$ cat config.mk
export PLATFORM = sky130hd
export DESIGN_NAME = dfct_lerp
export DESIGN_NICKNAME = d
export VERILOG_FILES = /design/src/rtl/core/dfct_pkg.sv /design/src/rtl/core/dfct_lerp.sv
export SDC_FILE = /design/constraint.sdc
export NUM_CORES = 2
export LEC_CHECK = 0
export ABC_AREA = 1
export BUFFER_PORTS_ARGS = -buffer_cell sky130_fd_sc_hd__buf_2
export CAP_MARGIN = 10
export CORE_UTILIZATION = 35
export CTS_CLUSTER_SIZE = 10
export DETAILED_ROUTE_END_ITERATION = 7
export GPL_TIMING_DRIVEN = 1
export PLACE_DENSITY_LB_ADDON = 0.1
export SLEW_MARGIN = 20
export SYNTH_ARGS = -nofsm -noshare
export SYNTH_HDL_FRONTEND = slang
export SYNTH_SLANG_ARGS = --single-unit
$ cat constraint.sdc
create_clock -name clk -period 16.9 [get_ports clk]
set_input_delay 2.535 -clock clk [delete_from_list [all_inputs] [get_ports clk]]
set_output_delay 2.535 -clock clk [all_outputs]
set_load 0.01 [all_outputs]
$ cat src/rtl/core/dfct_pkg.sv
package dfct_pkg;

	// fixed field widths
	localparam int DATA_W = 32;
	localparam int VI_W   = 18;
	localparam int SZ_W   = 7;
	localparam int CFG_IW = 2;
	localparam int FW     = 16;
	// unwrapped corner value, interpolation operand, modulo operand
	localparam int KW     = 33;
	localparam int OW     = 44;
	localparam int MW     = 18;

	localparam logic MODE_LOAD  = 1'b0;
	localparam logic MODE_QUERY = 1'b1;

	localparam logic [CFG_IW-1:0] CFG_SIZE_X = 2'd0;
	localparam logic [CFG_IW-1:0] CFG_SIZE_Y = 2'd1;
	localparam logic [CFG_IW-1:0] CFG_SIZE_Z = 2'd2;

	typedef enum logic [2:0] {
		OP_X0,
		OP_X1,
		OP_X2,
		OP_X3,
		OP_Y0,
		OP_Y1,
		OP_Z
	} lerp_op_t;

	typedef struct packed {
		logic     issue;
		lerp_op_t op;
	} lerp_ctl_t;

endpackage

$ cat src/rtl/core/dfct_lerp.sv
module dfct_lerp (
	input  logic                           clk,
	input  logic                           arst_n,
	input  dfct_pkg::lerp_ctl_t            ctl,
	input  logic                           kwe,
	input  logic [2:0]                     kidx,
	input  logic signed [dfct_pkg::KW-1:0] kdata,
	input  logic [dfct_pkg::FW-1:0]        fx,
	input  logic [dfct_pkg::FW-1:0]        fy,
	input  logic [dfct_pkg::FW-1:0]        fz,
	output logic signed [dfct_pkg::OW-1:0] res
);
	import dfct_pkg::*;

	localparam int PRW = OW + FW + 2;
	localparam int SMW = PRW + 2;

	logic signed [KW-1:0]  k_q [8];
	logic signed [OW-1:0]  r_q [4];
	logic signed [OW-1:0]  t_q [2];
	logic signed [OW-1:0]  acc_q;

	logic signed [OW-1:0]  a_op, b_op;
	logic [FW-1:0]         w;
	logic signed [OW:0]    diff;
	logic signed [FW:0]    wse;
	logic signed [PRW-1:0] prod;

	logic                  issue_s1;
	lerp_op_t              op_s1;
	logic signed [OW-1:0]  a_s1;
	logic signed [PRW-1:0] p_s1;

	logic [4:0]            sh;
	logic signed [SMW-1:0] sum, rs;
	logic signed [OW-1:0]  dest;

	always_comb begin
		a_op = '0;
		b_op = '0;
		w    = '0;
		case (ctl.op)
			OP_X0: begin a_op = OW'(k_q[0]); b_op = OW'(k_q[1]); w = fx; end
			OP_X1: begin a_op = OW'(k_q[2]); b_op = OW'(k_q[3]); w = fx; end
			OP_X2: begin a_op = OW'(k_q[4]); b_op = OW'(k_q[5]); w = fx; end
			OP_X3: begin a_op = OW'(k_q[6]); b_op = OW'(k_q[7]); w = fx; end
			OP_Y0: begin a_op = r_q[0]; b_op = r_q[1]; w = fy; end
			OP_Y1: begin a_op = r_q[2]; b_op = r_q[3]; w = fy; end
			OP_Z:  begin a_op = t_q[0]; b_op = t_q[1]; w = fz; end
			default: begin a_op = '0; b_op = '0; w = '0; end
		endcase
	end

	// a*(1-f) + b*f as a + (b-a)*f
	assign diff = (OW+1)'(b_op) - (OW+1)'(a_op);
	assign wse  = $signed({1'b0, w});
	assign prod = diff * wse;

	always_comb begin
		case (op_s1)
			OP_X0, OP_X1, OP_X2, OP_X3: sh = 5'd8;
			OP_Y0, OP_Y1:               sh = 5'd16;
			OP_Z:                       sh = 5'd24;
			default:                    sh = 5'd8;
		endcase
	end

	// round half up to the next stage's scale
	assign sum  = (SMW'(a_s1) <<< FW) + SMW'(p_s1) + (SMW'(1) <<< (sh - 5'd1));
	assign rs   = sum >>> sh;
	assign dest = OW'(rs);

	always_ff @(posedge clk or negedge arst_n) begin
		if (!arst_n) begin
			issue_s1 <= 1'b0;
		end else begin
			issue_s1 <= ctl.issue;
		end
	end

	always_ff @(posedge clk) begin
		if (kwe) begin
			k_q[kidx] <= kdata;
		end
		op_s1 <= ctl.op;
		a_s1  <= a_op;
		p_s1  <= prod;
		if (issue_s1) begin
			case (op_s1)
				OP_X0: r_q[0] <= dest;
				OP_X1: r_q[1] <= dest;
				OP_X2: r_q[2] <= dest;
				OP_X3: r_q[3] <= dest;
				OP_Y0: t_q[0] <= dest;
				OP_Y1: t_q[1] <= dest;
				OP_Z:  acc_q  <= dest;
				default: acc_q <= acc_q;
			endcase
		end
	end

	assign res = acc_q;

endmodule

==> impl_metrics.env <==
export IMPL_fin_crit_sh=0.8162
export IMPL_critPathMaxStageDelay_ns=0.57
export IMPL_syn_area_per_cell_sq_um=8.948
export IMPL_clk_pin_slew_worst_paths_ns=0.06
export IMPL_yosysMostFrequentCell="inv_1"
export IMPL_synthTopCellsByArea="edfxtp_1 (29%), fa_1 (23%), inv_1 (8.7%)"
export IMPL_dp_hpwl_mm=186.8
export IMPL_synth_seq_area_share=0.3283
export IMPL_worstPathRequired_ns=17.42
export IMPL_drc=0
export IMPL_cts_sinks=675
export IMPL_cts_tree="built"
export IMPL_synth_edf_count=572
export IMPL_synth_common_cells="inv_1 (1,366), nand2_1 (1,274), fa_1 (673)"
export IMPL_totalNegativeSetupSlack_ns=0
export IMPL_hold_violations=0
export IMPL_layout_drive_gt1_share=0.07429
export IMPL_grt_ovfl_total=0
export IMPL_cts_repair_resized=0
export IMPL_min_period_ns=13.79
export IMPL_vias_per_cell=5.226
export IMPL_cts_root_buf="clkbuf_16"
export IMPL_yosys_area_top_type_share=0.2930
export IMPL_slew_viol_final=0
export IMPL_fin_skew_ns=0.04753
export IMPL_die_width_um=411.3
export IMPL_r2r_setup_slack_ns=6.33
export IMPL_setup_viol=0
export IMPL_clkLatencyLatePin_ns=0.69
export IMPL_cp_max_fo=77
export IMPL_core_sq_um=165500
export IMPL_routed_wl_mm=235.8
export IMPL_drt_iter0_drc=4363
export IMPL_netlist_instances=6551
export IMPL_track_usage=0.2795
export IMPL_portBuffers=134
export IMPL_area_delta_synth_final_pct=9.850
export IMPL_drt_first_pass_iters=5
export IMPL_multiInputGateArea_sq_um=33400
export IMPL_maxCapViolCount=0
export IMPL_synth_cell_types=67
export IMPL_h_tree_depth=3
export IMPL_cts_hold_buf=0
export IMPL_arrival_ns=14.31
export IMPL_dieArea_sq_um=169100
export IMPL_crit_type="input port to flop"
export IMPL_numCtsBuffers=80
export IMPL_wire_per_inst_um=26.47
export IMPL_max_freq_mhz=72.49
export IMPL_crit_slowest_cell="nor3_1"
export IMPL_finalNetCount=7716
export IMPL_synth_area_sq_um=58620
export IMPL_yosys_most_used_dff="edfxtp_1"
export IMPL_n_fill_cell=17090
export IMPL_grt_first_pass_wirelength_mm=339.9
export IMPL_status="complete, no violations"
export IMPL_grt_max_degree=78
export IMPL_syn_nets=7598
export IMPL_vias=46550
export IMPL_endpoint_kind="flop"
export IMPL_initial_core_util=0.3541
export IMPL_hp_class="flop to flop"
export IMPL_first_global_vias=47330
export IMPL_ant_nets=0
export IMPL_regArea_sq_um=19240
export IMPL_place_gp_congestion=0.9904
export IMPL_rsz0062_at_grt="no"
export IMPL_synthArstFlopShare=0.001481
export IMPL_worst_pin_slew_ns=1.110
export IMPL_ys_seq_elements=675
export IMPL_yosysWarnings=0
export IMPL_cp_common_cell="fa_1"
export IMPL_die_height_um=411.3
export IMPL_startpoint_type="input port"
export IMPL_antenna_found_initial=15
export IMPL_num_rows=149
export IMPL_ios=135
export IMPL_synth_top_area_cell="edfxtp_1"
export IMPL_relSlewSlack=0.2534
export IMPL_cts_setup_buffers=0
export IMPL_clock_path_buffers=3
## layout by cell type, fill, tap and decap left out, types with 33 or more instances in the layout
| cell | Yosys | layout |
|---|---|---|
| a22o_1 | 123 | 123 |
| nand3_1 | 473 | 473 |
| nor3_1 | 37 | 33 |
| ha_1 | 283 | 283 |
| edfxtp_1 | 572 | 572 |
| buf_4 | 16 | 85 |
| nor2_1 | 639 | 627 |
| clkbuf_1 | 53 | 34 |
| fa_1 | 673 | 673 |
| a21oi_1 | 189 | 185 |
| nand2_1 | 1274 | 1274 |
| o21ai_0 | 110 | 108 |
| nand4_1 | 93 | 93 |
| xor2_1 | 56 | 55 |
| dfxtp_1 | 102 | 102 |
| inv_1 | 1366 | 1365 |
| buf_2 | 106 | 134 |
| clkbuf_16 | 0 | 81 |
## sequential cells by signal, indices dropped and copies added, names as in the netlist
name	cells
p_s1	55
issue_s1	1
t_q	88
res	44
a_s1	44
op_s1	3
k_q	264
r_q	176
## through the flow
stage	setup slack, ns	hold slack [ns]	area, sq um	util	std cells
final	3.106	0.4990	64400	0.3890	8909
after CTS	3.128	0.4990	64390	0.3889	8906
after global placement	2.282	0.4763	61980	0.3744	8776
after detailed placement	2.433	0.4808	62010	0.3746	8776
after floorplan	6.317	0.4431	58620	-	6551
after global routing	2.775	0.5305	64390	0.3889	8906
## worst paths after layout
| path | start | end | depth (start not counted) |
|---|---|---|---|
| max | ctl[2] | p_s1[53] | 41 |
| min | r_q[0][6] | a_s1[6] | 2 |
| max reg2reg | k_q[2][1] | p_s1[53] | 34 |
| min reg2reg | r_q[0][6] | a_s1[6] | 2 |
| max in group asynchronous | arst_n | issue_s1 | 1 |
| min in group asynchronous | arst_n | issue_s1 | 1 |
## routing by layer
metal	wire, um	vias to the layer above	share of wire	track usage
li1	-	20950	-	-
met1	103700	23740	0.44	0.3858
met2	111500	1577	0.47	0.4618
met4	7600	6	0.032	0.08345
met3	13030	277	0.055	0.02925
met5	39	-	0.00017	0
## kinds of logic (layout without fill, tap and decap cells)
kind of cell    Yosys count  count (layout)  synth area share
buf+inv                1586            1752            0.1059
simple gates           2668            2668            0.1960
other cells               0               3                 0
xor+xnor                 84              84           0.01268
fa+ha+maj               956             956            0.2902
mux                       1               1         0.0001708
flops                   675             675            0.3283
compound gates          581             581           0.06674
## layout make-up
class / instances / area share
Inverter: 1400 / 0.08168
Clock inverter: 13 / 0.003089
Tap cell: 2189 / 0.04253
Timing Repair Buffer: 222 / 0.02126
Clock buffer: 117 / 0.03389
Sequential cell: 675 / 0.2988
Multi-Input combinational cell: 4290 / 0.5186
Antenna cell: 3 / 0.0001166
## worst max-delay path, delay by kind of cell
family / cells / cell delay [ns]
adders and majority gates: 9 / 4.34
and+or+nand+nor: 13 / 2.66
buffers and inverters: 11 / 2.54
AOI/OAI and AO/OA: 8 / 2.09
Power is left out: the tool's default activity adds up to more than one toggle a clock period on the data nets, which glitch-free logic cannot reach.
